`src/design/mcwa_pkg.sv`:
```
package mcwa_pkg;

	localparam int CHANNELS  = 8;
	localparam int CH_W      = (CHANNELS > 1) ? $clog2(CHANNELS) : 1;
	localparam int SHORT_LEN = 5;
	localparam int LONG_LEN  = 25;
	localparam int DIV_W     = 33;
	localparam int DIV_CNT_W = $clog2(DIV_W + 1);

	localparam logic [15:0] COUNT_MAX = 16'hFFFF;

	// rounded-up reciprocals: 2^21/5 and 2^25/25, exact for numerators below 2^18 and 2^20
	localparam logic [20:0] RECIP_5  = 21'd419431;
	localparam logic [20:0] RECIP_25 = 21'd1342178;

	typedef enum logic {
		OP_LEVEL = 1'b0,
		OP_TICK  = 1'b1
	} opcode_t;

	typedef struct packed {
		logic               opcode;
		logic [5:0]         chan;
		logic signed [15:0] level;
	} in_word_t;

	typedef struct packed {
		logic [5:0]         out_chan;
		logic signed [15:0] avg_long;
		logic signed [15:0] avg_short;
		logic signed [15:0] avg_base;
		logic               last;
	} out_word_t;

	typedef enum logic [1:0] {
		SEL_BASE,
		SEL_SHORT,
		SEL_LONG
	} div_sel_t;

	typedef enum logic [3:0] {
		S_IDLE,
		S_BASE_START,
		S_BASE_WAIT,
		S_SHORT_START,
		S_SHORT_WAIT,
		S_LONG_START,
		S_LONG_WAIT,
		S_EMIT,
		S_NEXT
	} state_t;

	typedef struct packed {
		logic            val_wr;
		logic            tick_start;
		logic            div_start;
		div_sel_t        div_sel;
		logic            base_wr;
		logic            short_wr;
		logic            long_wr;
		logic            out_load;
		logic [CH_W-1:0] idx;
		logic            last;
	} dp_cmd_t;

	typedef struct packed {
		logic count_zero;
		logic wrap5;
		logic wrap25;
		logic div_busy;
		logic div_done;
		logic out_free;
	} dp_status_t;

endpackage

```
`src/design/mcwa_div.sv`:
```
module mcwa_div
	import mcwa_pkg::*;
(
	input  logic             clk,
	input  logic             arst_n,
	input  logic             start,
	input  logic [DIV_W-1:0] num,
	input  logic [15:0]      den,
	output logic             busy,
	output logic             done,
	output logic [DIV_W-1:0] quot
);

	logic [DIV_W-1:0]     sh_q;
	logic [15:0]          rem_q;
	logic [15:0]          den_q;
	logic [DIV_CNT_W-1:0] cnt_q;
	logic                 busy_q;
	logic                 done_q;
	logic [16:0]          trial;
	logic [16:0]          diff;
	logic                 ge;

	// one quotient bit per cycle, msb first
	assign trial = {rem_q, sh_q[DIV_W-1]};
	assign ge    = trial >= {1'b0, den_q};
	assign diff  = trial - {1'b0, den_q};

	always_ff @(posedge clk or negedge arst_n) begin
		if (!arst_n) begin
			busy_q <= 1'b0;
			done_q <= 1'b0;
			cnt_q  <= '0;
		end else begin
			done_q <= 1'b0;
			if (start) begin
				busy_q <= 1'b1;
				cnt_q  <= '0;
			end else if (busy_q) begin
				cnt_q <= cnt_q + 1'b1;
				if (cnt_q == DIV_CNT_W'(DIV_W - 1)) begin
					busy_q <= 1'b0;
					done_q <= 1'b1;
				end
			end
		end
	end

	always_ff @(posedge clk) begin
		if (start) begin
			sh_q  <= num;
			rem_q <= '0;
			den_q <= den;
		end else if (busy_q) begin
			sh_q  <= {sh_q[DIV_W-2:0], ge};
			rem_q <= ge ? diff[15:0] : trial[15:0];
		end
	end

	assign busy = busy_q;
	assign done = done_q;
	assign quot = sh_q;

endmodule

```
`src/design/mcwa_datapath.sv`:
```
module mcwa_datapath
	import mcwa_pkg::*;
(
	input  logic       clk,
	input  logic       arst_n,
	input  dp_cmd_t    cmd,
	output dp_status_t st,
	input  in_word_t   in_data,
	output logic       out_valid,
	input  logic       out_ready,
	output out_word_t  out_data
);

	logic signed [31:0] win_sum_q   [CHANNELS];
	logic [15:0]        win_count_q [CHANNELS];
	logic signed [15:0] base_avg_q  [CHANNELS];
	logic signed [18:0] short_sum_q [CHANNELS];
	logic signed [20:0] long_sum_q  [CHANNELS];
	logic signed [15:0] short_avg_q [CHANNELS];
	logic signed [15:0] long_avg_q  [CHANNELS];
	logic [2:0]         mod5_q;
	logic [4:0]         mod25_q;
	logic               neg_q;
	logic               out_valid_q;
	out_word_t          out_q;

	logic [19:0]        recip_num_s1;
	logic               recip_long_s1;
	logic               recip_vld_s1;
	logic [16:0]        recip_quot_s2;
	logic               recip_done_s2;
	logic [20:0]        recip_m;
	logic [40:0]        recip_prod;
	logic [16:0]        recip_quot;

	logic [CH_W-1:0]    rd_idx;
	logic               chan_ok;
	logic [DIV_W-1:0]   div_x;
	logic [DIV_W-1:0]   div_mag;
	logic [DIV_W-1:0]   div_num;
	logic [15:0]        div_den;
	logic               ser_start;
	logic               ser_busy;
	logic               ser_done;
	logic [DIV_W-1:0]   ser_quot;
	logic               div_busy;
	logic               div_done;
	logic [DIV_W-1:0]   div_quot;
	logic [16:0]        q_clamp;
	logic [16:0]        q_neg;
	logic signed [15:0] div_res;
	logic signed [15:0] base_val;

	// level words use the input channel, tick walks use the controller index
	assign rd_idx  = cmd.val_wr ? in_data.chan[CH_W-1:0] : cmd.idx;
	assign chan_ok = {1'b0, in_data.chan} < 7'(CHANNELS);

	always_comb begin
		unique case (cmd.div_sel)
			SEL_BASE: begin
				div_x   = {win_sum_q[rd_idx][31], win_sum_q[rd_idx]};
				div_den = win_count_q[rd_idx];
			end
			SEL_SHORT: begin
				div_x   = {{(DIV_W-19){short_sum_q[rd_idx][18]}}, short_sum_q[rd_idx]};
				div_den = 16'(SHORT_LEN);
			end
			SEL_LONG: begin
				div_x   = {{(DIV_W-21){long_sum_q[rd_idx][20]}}, long_sum_q[rd_idx]};
				div_den = 16'(LONG_LEN);
			end
			default: begin
				div_x   = '0;
				div_den = 16'd1;
			end
		endcase
	end

	// round half away from zero: divide |x| + den/2
	assign div_mag = div_x[DIV_W-1] ? (~div_x + 1'b1) : div_x;
	assign div_num = div_mag + {{(DIV_W-15){1'b0}}, div_den[15:1]};

	// serial divider only for sum/count
	assign ser_start = cmd.div_start && (cmd.div_sel == SEL_BASE);

	mcwa_div u_div (
		.clk    (clk),
		.arst_n (arst_n),
		.start  (ser_start),
		.num    (div_num),
		.den    (div_den),
		.busy   (ser_busy),
		.done   (ser_done),
		.quot   (ser_quot)
	);

	// divide by 5 or 25: multiply by the reciprocal, keep the bits above the shift
	assign recip_m    = recip_long_s1 ? RECIP_25 : RECIP_5;
	assign recip_prod = {21'd0, recip_num_s1} * {20'd0, recip_m};
	assign recip_quot = recip_long_s1 ? {1'b0, recip_prod[40:25]} : recip_prod[37:21];

	always_ff @(posedge clk or negedge arst_n) begin
		if (!arst_n) begin
			recip_vld_s1  <= 1'b0;
			recip_done_s2 <= 1'b0;
		end else begin
			recip_vld_s1  <= cmd.div_start && (cmd.div_sel != SEL_BASE);
			recip_done_s2 <= recip_vld_s1;
		end
	end

	always_ff @(posedge clk) begin
		if (cmd.div_start) begin
			neg_q         <= div_x[DIV_W-1];
			recip_num_s1  <= div_num[19:0];
			recip_long_s1 <= cmd.div_sel == SEL_LONG;
		end
		if (recip_vld_s1) begin
			recip_quot_s2 <= recip_quot;
		end
	end

	assign div_busy = ser_busy || recip_vld_s1;
	assign div_done = ser_done || recip_done_s2;
	assign div_quot = (cmd.div_sel == SEL_BASE) ? ser_quot
		: {{(DIV_W-17){1'b0}}, recip_quot_s2};

	always_comb begin
		q_clamp = (div_quot > DIV_W'(32768)) ? 17'd32768 : div_quot[16:0];
		q_neg   = ~q_clamp + 1'b1;
		if (neg_q) begin
			div_res = q_neg[15:0];
		end else begin
			div_res = (q_clamp > 17'd32767) ? 16'sh7FFF : q_clamp[15:0];
		end
	end

	assign base_val = (win_count_q[rd_idx] == 16'd0) ? 16'sd0 : div_res;

	always_ff @(posedge clk or negedge arst_n) begin
		if (!arst_n) begin
			for (int i = 0; i < CHANNELS; i++) begin
				win_sum_q[i]   <= '0;
				win_count_q[i] <= '0;
				base_avg_q[i]  <= '0;
				short_sum_q[i] <= '0;
				long_sum_q[i]  <= '0;
				short_avg_q[i] <= '0;
				long_avg_q[i]  <= '0;
			end
			mod5_q  <= '0;
			mod25_q <= '0;
		end else begin
			if (cmd.val_wr && chan_ok && (win_count_q[rd_idx] != COUNT_MAX)) begin
				win_count_q[rd_idx] <= win_count_q[rd_idx] + 16'd1;
				win_sum_q[rd_idx]   <= win_sum_q[rd_idx] + 32'(in_data.level);
			end
			if (cmd.tick_start) begin
				mod5_q  <= st.wrap5 ? 3'd0 : mod5_q + 3'd1;
				mod25_q <= st.wrap25 ? 5'd0 : mod25_q + 5'd1;
			end
			if (cmd.base_wr) begin
				base_avg_q[rd_idx]  <= base_val;
				win_sum_q[rd_idx]   <= '0;
				win_count_q[rd_idx] <= '0;
				short_sum_q[rd_idx] <= short_sum_q[rd_idx] + 19'(base_val);
				long_sum_q[rd_idx]  <= long_sum_q[rd_idx] + 21'(base_val);
			end
			if (cmd.short_wr) begin
				short_avg_q[rd_idx] <= div_res;
				short_sum_q[rd_idx] <= '0;
			end
			if (cmd.long_wr) begin
				long_avg_q[rd_idx] <= div_res;
				long_sum_q[rd_idx] <= '0;
			end
		end
	end

	// output register
	always_ff @(posedge clk or negedge arst_n) begin
		if (!arst_n) begin
			out_valid_q <= 1'b0;
		end else if (cmd.out_load) begin
			out_valid_q <= 1'b1;
		end else if (out_ready) begin
			out_valid_q <= 1'b0;
		end
	end

	always_ff @(posedge clk) begin
		if (cmd.out_load) begin
			out_q.out_chan  <= 6'(cmd.idx);
			out_q.avg_long  <= long_avg_q[rd_idx];
			out_q.avg_short <= short_avg_q[rd_idx];
			out_q.avg_base  <= base_avg_q[rd_idx];
			out_q.last      <= cmd.last;
		end
	end

	assign st.count_zero = win_count_q[rd_idx] == 16'd0;
	assign st.wrap5      = mod5_q == 3'(SHORT_LEN - 1);
	assign st.wrap25     = mod25_q == 5'(LONG_LEN - 1);
	assign st.div_busy   = div_busy;
	assign st.div_done   = div_done;
	assign st.out_free   = !out_valid_q || out_ready;

	assign out_valid = out_valid_q;
	assign out_data  = out_q;

endmodule

```
`src/design/mcwa_ctrl.sv`:
```
module mcwa_ctrl
	import mcwa_pkg::*;
(
	input  logic       clk,
	input  logic       arst_n,
	input  logic       in_valid,
	input  logic       in_op,
	output logic       in_ready,
	input  dp_status_t st,
	output dp_cmd_t    cmd
);

	state_t          state_q;
	state_t          state_d;
	logic [CH_W-1:0] idx_q;
	logic            wrap5_q;
	logic            wrap25_q;
	logic            is_last;
	logic            idx_inc;
	state_t          after_base;
	state_t          after_short;

	assign is_last     = idx_q == CH_W'(CHANNELS - 1);
	assign after_base  = wrap5_q ? S_SHORT_START : (wrap25_q ? S_LONG_START : S_NEXT);
	assign after_short = wrap25_q ? S_LONG_START : S_NEXT;

	always_ff @(posedge clk or negedge arst_n) begin
		if (!arst_n) begin
			state_q <= S_IDLE;
		end else begin
			state_q <= state_d;
		end
	end

	always_ff @(posedge clk or negedge arst_n) begin
		if (!arst_n) begin
			idx_q    <= '0;
			wrap5_q  <= 1'b0;
			wrap25_q <= 1'b0;
		end else if (cmd.tick_start) begin
			idx_q    <= '0;
			wrap5_q  <= st.wrap5;
			wrap25_q <= st.wrap25;
		end else if (idx_inc) begin
			idx_q <= idx_q + 1'b1;
		end
	end

	always_comb begin
		state_d        = state_q;
		in_ready       = 1'b0;
		idx_inc        = 1'b0;
		cmd            = '0;
		cmd.div_sel    = SEL_BASE;
		cmd.idx        = idx_q;
		cmd.last       = is_last;
		unique case (state_q)
			S_IDLE: begin
				in_ready = 1'b1;
				if (in_valid) begin
					if (in_op == OP_LEVEL) begin
						cmd.val_wr = 1'b1;
					end else begin
						cmd.tick_start = 1'b1;
						state_d        = S_BASE_START;
					end
				end
			end
			S_BASE_START: begin
				if (st.count_zero) begin
					cmd.base_wr = 1'b1;
					state_d     = after_base;
				end else begin
					cmd.div_start = 1'b1;
					state_d       = S_BASE_WAIT;
				end
			end
			S_BASE_WAIT: begin
				if (st.div_done) begin
					cmd.base_wr = 1'b1;
					state_d     = after_base;
				end
			end
			S_SHORT_START: begin
				cmd.div_sel   = SEL_SHORT;
				cmd.div_start = 1'b1;
				state_d       = S_SHORT_WAIT;
			end
			S_SHORT_WAIT: begin
				cmd.div_sel = SEL_SHORT;
				if (st.div_done) begin
					cmd.short_wr = 1'b1;
					state_d      = after_short;
				end
			end
			S_LONG_START: begin
				cmd.div_sel   = SEL_LONG;
				cmd.div_start = 1'b1;
				state_d       = S_LONG_WAIT;
			end
			S_LONG_WAIT: begin
				cmd.div_sel = SEL_LONG;
				if (st.div_done) begin
					cmd.long_wr = 1'b1;
					state_d     = S_EMIT;
				end
			end
			S_EMIT: begin
				if (st.out_free) begin
					cmd.out_load = 1'b1;
					idx_inc      = !is_last;
					state_d      = is_last ? S_IDLE : S_BASE_START;
				end
			end
			S_NEXT: begin
				idx_inc = !is_last;
				state_d = is_last ? S_IDLE : S_BASE_START;
			end
			default: begin
				state_d = S_IDLE;
			end
		endcase
	end

	// output register must never be overwritten while holding a word
	assert property (@(posedge clk) disable iff (!arst_n) cmd.out_load |-> st.out_free)
		else $error("result loaded into an occupied output register");

	// a division is started only when neither divider is busy
	assert property (@(posedge clk) disable iff (!arst_n) cmd.div_start |-> !st.div_busy)
		else $error("divider restarted while busy");

	// no division may still run once the walk has ended
	assert property (@(posedge clk) disable iff (!arst_n)
		(state_q == S_IDLE) |-> !st.div_busy)
		else $error("divider busy while idle");

	// a short or long average is only written back on divider completion
	assert property (@(posedge clk) disable iff (!arst_n)
		(cmd.short_wr || cmd.long_wr) |-> st.div_done)
		else $error("average written without a finished division");

endmodule

```
`src/design/multichannel_cascaded_window_average.sv`:
```
// per-channel boxcar level averaging with decimation by 5 and by 25
//
// input channel (in_valid/in_ready/in_data): one word is either a level
// value (opcode 0: signed q8.8 dbfs level for channel chan) or a window
// tick (opcode 1). a level word leaves the block idle, so level words can stream
// back to back; a word for a channel outside the configured count, or for a
// channel whose count has saturated, is dropped.
// a tick is accepted, then the block walks all channels in order. per
// channel: base average = sum/count through a 33-step restoring divider
// (skipped when the window is empty), on every 5th tick the short average
// and on every 25th tick the long average (each by reciprocal multiply),
// then one step state or the load of one output word. in_ready is low
// throughout the walk.
// output channel (out_valid/out_ready/out_data): on every 25th tick one word
// per channel, channel 0 first, last set on the final channel. a single
// output register holds each word; while the receiver stalls the walk waits
// in front of that register, and the block goes back to accepting input as
// soon as the final word is loaded, even if it has not been taken.
// reset (arst_n low) clears all sums, counts, averages and tick counters.
module multichannel_cascaded_window_average
	import mcwa_pkg::*;
(
	input  logic      clk,
	input  logic      arst_n,
	input  logic      in_valid,
	output logic      in_ready,
	input  in_word_t  in_data,
	output logic      out_valid,
	input  logic      out_ready,
	output out_word_t out_data
);

	// command and status between sequencer and datapath
	dp_cmd_t    cmd;
	dp_status_t st;

	// sequencer: accepts words, walks channels on a tick, paces the divider
	mcwa_ctrl u_ctrl (
		.clk      (clk),
		.arst_n   (arst_n),
		.in_valid (in_valid),
		.in_op    (in_data.opcode),
		.in_ready (in_ready),
		.st       (st),
		.cmd      (cmd)
	);

	// datapath: per-channel state, divider, output register
	mcwa_datapath u_dp (
		.clk       (clk),
		.arst_n    (arst_n),
		.cmd       (cmd),
		.st        (st),
		.in_data   (in_data),
		.out_valid (out_valid),
		.out_ready (out_ready),
		.out_data  (out_data)
	);

endmodule

```
`config.mk`:
```
export PLATFORM = sky130hd
export DESIGN_NAME = multichannel_cascaded_window_average
export DESIGN_NICKNAME = d
export VERILOG_FILES = /design/src/design/mcwa_pkg.sv /design/src/design/mcwa_div.sv /design/src/design/mcwa_datapath.sv /design/src/design/mcwa_ctrl.sv /design/src/design/multichannel_cascaded_window_average.sv
export SDC_FILE = /design/constraint.sdc
export NUM_CORES = 2
export LEC_CHECK = 0
export ABC_AREA = 0
export BUFFER_PORTS_ARGS = -buffer_cell sky130_fd_sc_hd__buf_4
export CORE_MARGIN = 4
export CORE_UTILIZATION = 49
export CTS_BUF_LIST = sky130_fd_sc_hd__clkbuf_4
export DETAILED_ROUTE_END_ITERATION = 8
export PLACE_DENSITY = 0.64
export SETUP_SLACK_MARGIN = 0.5
export SYNTH_ARGS = -nofsm -noshare
export SYNTH_HDL_FRONTEND = slang
export SYNTH_SLANG_ARGS = --single-unit
```
`constraint.sdc`:
```
create_clock -name clk -period 11 [get_ports clk]
set_input_delay 1.65 -clock clk [delete_from_list [all_inputs] [get_ports clk]]
set_output_delay 1.65 -clock clk [all_outputs]
set_load 0.03 [all_outputs]
```
-- Word-level counts from Yosys, hierarchy flattened
Index checks and enable logic that the tools add are counted.
- $add $sub $neg: 12
- multipliers: 1
- divide/modulo/power cells: 0
- $lt $le $gt $ge: 6
- eq/ne operators: 21
- shift operators: 0
- muxes and demuxes: 100
- bitwise operators: 11
- reductions and logical operators: 20
- operators with widths (operator ; count):
    128-bit bitwise mux ; 4
    256-bit two-way mux ; 2
    168-bit two-way mux ; 2
    152-bit two-way mux ; 2
    256-bit AND ; 1
    256-bit bitwise mux ; 1
    128-bit two-way mux ; 2
    256-bit NOT ; 1
    16-bit two-way mux ; 14
    16-bit binary-select mux with 3-bit select ; 4
    168-bit AND ; 1
    168-bit bitwise mux ; 1
    168-bit NOT ; 1
    152-bit AND ; 1
    152-bit bitwise mux ; 1
    152-bit NOT ; 1
    33-bit two-way mux ; 4
    128-bit AND ; 1
    128-bit NOT ; 1
    33-bit case mux with 3 select lines ; 1
    32-bit binary-select mux with 3-bit select ; 1
    32-bit demux with 3-bit select ; 1
    32-bit two-way mux ; 3
    21-bit two-way mux ; 4
    58 further kinds ; 116
- flip-flop bits (word level): 1272
- bits in latches: 0
- bits in writable memories: 0
- bits in read-only memories: 0
- logic and storage cells: 252
- memories kept: 0

-- Logic depth before layout (Yosys ltp)
- depth in word-level cells: 16
- gate-level depth with buffers: 39
- gate-level depth less buffers: 33

-- Cells and area by module
A second synthesis with hierarchy kept.
- cell total of the unflattened synthesis: 7592
- area, all modules: 72897.4 um^2
- by module, submodules not included (module ; times used ; cells an instance ; area an instance (um^2) ; seq. area each (um^2)):
    mcwa_datapath ; 1 ; 7173 ; 68351.8 ; 30234.0
    mcwa_div ; 1 ; 327 ; 3788.6 ; 1991.9
    mcwa_ctrl ; 1 ; 92 ; 757.0 ; 225.2

-- Worst setup path after synthesis
Ideal clock, no wire load.
- path kind: register to register
- from: register u_dp.recip_long_s1
- to: register u_dp.recip_quot_s2[14], data pin
- arrival: 7.723 ns
- required time: 10.731 ns
- setup slack: 3.008 ns
- cell stages (with the launch flop): 29
- path buffers: 2
- path through: edfxtp_1 clkbuf_1 clkinv_1 clkbuf_1 nor2_1 fa_1 fa_1 fa_1 fa_1 inv_1 fa_1 inv_1 fa_1 fa_1 ha_1 nand4_1 or2_2 o211ai_1 a21boi_0 a2111o_1 a21oi_1 o21a_1 o221a_2 a21oi_1 o21bai_1 a2111oi_0 or3_1 xor2_1 o21ai_0
- longest elaborated chain between the ends: 3
- RTL lines (what ; RTL line ; RTL):
    from (decl) ; mcwa_datapath.sv:28 ; logic recip_long_s1;
    from (signal assigned) ; mcwa_datapath.sv:116 ; recip_long_s1 <= cmd.div_sel == SEL_LONG;
    21-bit two-way mux ; mcwa_datapath.sv:98 ; assign recip_m = recip_long_s1 ? RECIP_25 : RECIP_5;
    20-bit by 21-bit multiplier with 41-bit output ; mcwa_datapath.sv:99 ; assign recip_prod = {21'd0, recip_num_s1} * {20'd0, recip_m};
    16-bit two-way mux (*) ; mcwa_datapath.sv:100 ; assign recip_quot = recip_long_s1 ? {1'b0, recip_prod[40:25]} : recip_prod[37:21];
    net u_dp.recip_quot[14] ; mcwa_datapath.sv:34 ; logic [16:0] recip_quot;
    to (signal assigned) ; mcwa_datapath.sv:119 ; recip_quot_s2 <= recip_quot;
    to (decl) ; mcwa_datapath.sv:30 ; logic [16:0] recip_quot_s2;
The timed path passes the listed nets; every way through them passes the cells marked *.
A chain may end at the register's enable or synchronous reset.

-- Final worst setup path
- from: register u_dp.recip_long_s1
- to: register u_dp.recip_quot_s2[15], data pin
Same word-level chain as after synthesis.

==> metrics.md <==
| Metric | Value |
|---|---|
| Synth Area in Adders | 11.9% |
| Core area | 147,000 sq um |
| Reg2Reg Capture Point | u_dp.recip_quot_s2[15] |
| Hold WC Path Type | in -> async |
| Pin count of the biggest net entering global routing | 190 |
| Largest family of logic cells by synthesized area | compound AO/OA/AOI/OAI gates |
| Area of the multi-input gates | 36,600 sq um |
| Post-synthesis average cell area | just over 9 sq um |
| Die Width | about 400 um |
| Vias in the first global route | 62,300 |
| Root Buffer | clkbuf_4 |
| RSZ-0062 raised after global routing | no |
| I/O pins | 84 |
| Critical Path RT | between 10,000 and 15,000 ps |
| Failing checks | max-capacitance violations, max-slew violations |
| Fraction of registers with async set/reset | 87.7% |
| Setup Viol. Count Final | 0 |
| Distinct cells, synth | 117 |
| Initial antenna violation count | 18 |
| Post-CTS setup buffer count | 0 |
| # fillers | 13,700 |
| Outcome | complete, but fails checks |
| Rows | between 100 and 150 |
| PortBufs | 80 |
| Worst Setup End Kind | register |
| Fin crit share | a little over four fifths |
| WL/cell | approximately 28 um |
| Max clock buf depth | 4 |
| CTS resizes | 0 |
| Post-Synth XOR/XNOR Area | under 10% |
| GRT Total Usage | 36.7% |
| Highest Clock Rate | 109 MHz |
| Vias per cell | 6.42 |
| CP max FO | 29 |
| Post-synthesis compound-gate area fraction | 19.6% |
| DRT iter0 DRCs | 8,359 |
| Die Y | around 390 um |
| Most frequent cells in the layout | 1,116 x dfrtp_1, 951 x nand2_1, 938 x o21ai_0 |
| Die area | approximately 150,000 sq um |
| R2R setup slack | 1820 ps |
| Yosys reg bits | 1,272 |
| Slew HR | -6.40% |
| Top_reg_cell synth | dfrtp_1 |
| Synth warnings | 0 |
| Setup Total Neg Slack | 0 ps |
| Hpwl dp | approximately 190,000 um |
| Hold-fix buffers, CTS | 0 |
| Drt pass-1 iters | 9 |
| R2r startpoint | u_dp.recip_long_s1 |
| Nets@finish | 8,481 |
| Global route total overflow | 0 |
| Slew Viols, Final | 3 |
| TritonCTS buffer count | 353 |
| Setup crit start | u_dp.recip_long_s1 |
| Total Routed Length | 286,000 um |
| Critical path launch point type | register |
| Minimum clock period | a little over 9000 ps |
| Max-Cap Viols | 1 |
| Worst slew pin tran | 1580 ps |
| WS Path Type | reg -> reg |
| Via count | 64,700 |
| Post-synthesis mux area share | 1.53% |
| Final ANT Viol Nets | 0 |
| Critical Path AT | 10,210 ps |
| Sequential Area | 32,500 sq um |
| Share of cells above drive strength 1 | between 10 and 15% |
| Worst Reg-to-Reg Cells | 27 |
| Num Clock Sinks | between 1,000 and 1,500 |
| Post-synth EDFFs | 140 |
| Worst-Skew Late Latency | 1370 ps |
| First-pass GRT wire length | 418,000 um |
| Synth Area in Simple Gates | 14.8% |
| CTS HTree Levels | 5 |
| Most common cell after layout, fill and taps aside | dfrtp_1 |
| Post-synthesis cell area | between 70,000 and 80,000 sq um |
| Initial core utilization | 49.3% |
| Synth Instances | 7,787 |
| Gpl congestion | 1.01 |
| CTS tree | built |
| Fraction of the yosys area taken by sequential cells | 44.7% |
| P&R area growth vs syn | 9.76% |
| DRC Markers | 0 |
| Reg clk slew, reported paths | 70 ps |
| Hold Fails Final Rpt | 0 |
| Worst-case clock skew | 122 ps |
-- cells by family after synthesis --
logic type | count (synthesis)
AOI/OAI and AO/OA | 2303
xor gates and xnor gates | 162
adders and majority gates | 561
buffers and inverters | 1020
DFF | 1272
muxes | 107
other | 1
and+or+nand+nor | 2361
-- cell type report --
type / count / area share (%)
Clock inverter: 58 / 0.295
Sequential cell: 1272 / 40.7
Tap cell: 1930 / 3.03
Clock buffer: 527 / 4.96
Antenna cell: 17 / 0.0533
Timing Repair Buffer: 293 / 2.86
Multi-Input combinational cell: 5497 / 45.9
Inverter: 479 / 2.26
-- synthesized netlist by cell type (20+ instances only) --
cell type,number,area share [%]
a31oi_1,20,0.17
a211oi_1,176,1.8
xor2_1,60,0.72
and3_1,62,0.53
nand2b_1,30,0.26
mux2i_1,78,1.1
or3_1,24,0.21
a21boi_0,32,0.33
and2_1,39,0.34
buf_2,43,0.30
dfrtp_1,1116,38
a21oi_1,439,3.0
a22oi_1,142,1.5
xnor2_1,100,1.2
nand3_1,450,3.1
inv_1,476,2.5
ha_1,341,5.9
a221oi_1,46,0.55
fa_1,217,6.0
edfxtp_1,140,5.8
or2_2,29,0.25
nor3_1,58,0.40
o22ai_1,90,0.77
nor2_1,492,2.5
mux2_2,27,0.42
nor2b_1,37,0.32
nand2_1,974,5.0
o211ai_1,25,0.26
nand4_1,42,0.36
a22o_1,46,0.55
a21o_1,69,0.71
buf_1,38,0.20
nor4_1,32,0.28
o21ai_1,20,0.14
o21ai_0,938,6.5
clkbuf_1,426,2.2
-- worst max-delay path by stage --
stage / depth (start not counted) / to / slack, ps
global route: 27 / u_dp.recip_quot_s2[15] / 1290
detailed placement: 25 / register / 1810
global placement: 25 / register / 1810
CTS: 28 / u_dp.recip_quot_s2[15] / 1830
finish: 27 / u_dp.recip_quot_s2[15] / 1820
floorplan: 28 / u_dp.recip_quot_s2[14] / 3010
-- layer usage --
| layer | routed length (um) | GRT usage (%) | up-vias | share of wire, % |
|---|---|---|---|---|
| met4 | 19100 | 21.1 | 8 | 6.7 |
| met1 | 112000 | 49.0 | 31600 | 39 |
| met5 | 161 | 0.447 | - | 0.056 |
| li1 | - | - | 27900 | - |
| met3 | 34200 | 10.5 | 1002 | 12 |
| met2 | 120000 | 53.5 | 4231 | 42 |
-- through the flow --
| stage | util (%) | hold slack (ps) | worst slack, ps | area [sq um] | instances |
|---|---|---|---|---|---|
| after CTS | 54.0 | 330 | 1830 | 79700 | 10100 |
| after floorplan | - | 442 | 3010 | 72700 | 7789 |
| after detailed placement | 51.2 | 468 | 1810 | 75500 | 9471 |
| after global routing | 54.1 | 369 | 1290 | 79700 | 10100 |
| after global placement | 51.2 | 456 | 1810 | 75500 | 9471 |
| final | 54.1 | 353 | 1820 | 79700 | 10100 |
-- worst max-delay path: stages, from the launching register on --
cell and delay, ps:
edfxtp_1 710, buf_4 430, nand2_1 240, fa_1 520
fa_1 560, inv_1 60, fa_1 480, fa_1 540
inv_1 60, fa_1 500, inv_1 60, fa_1 500
fa_1 420, ha_1 320, nand4_1 150, or2_2 320
o211ai_1 520, a21boi_0 250, a2111o_1 460, a21oi_1 220
o21a_1 210, o221a_2 220, a21oi_1 100, o21bai_1 250
a2111oi_0 180, nor4b_1 380, or3_1 170, a31oi_1 70
Power is left out: the tool's default activity adds up to more than one toggle a clock period on the data nets, which glitch-free logic cannot reach.
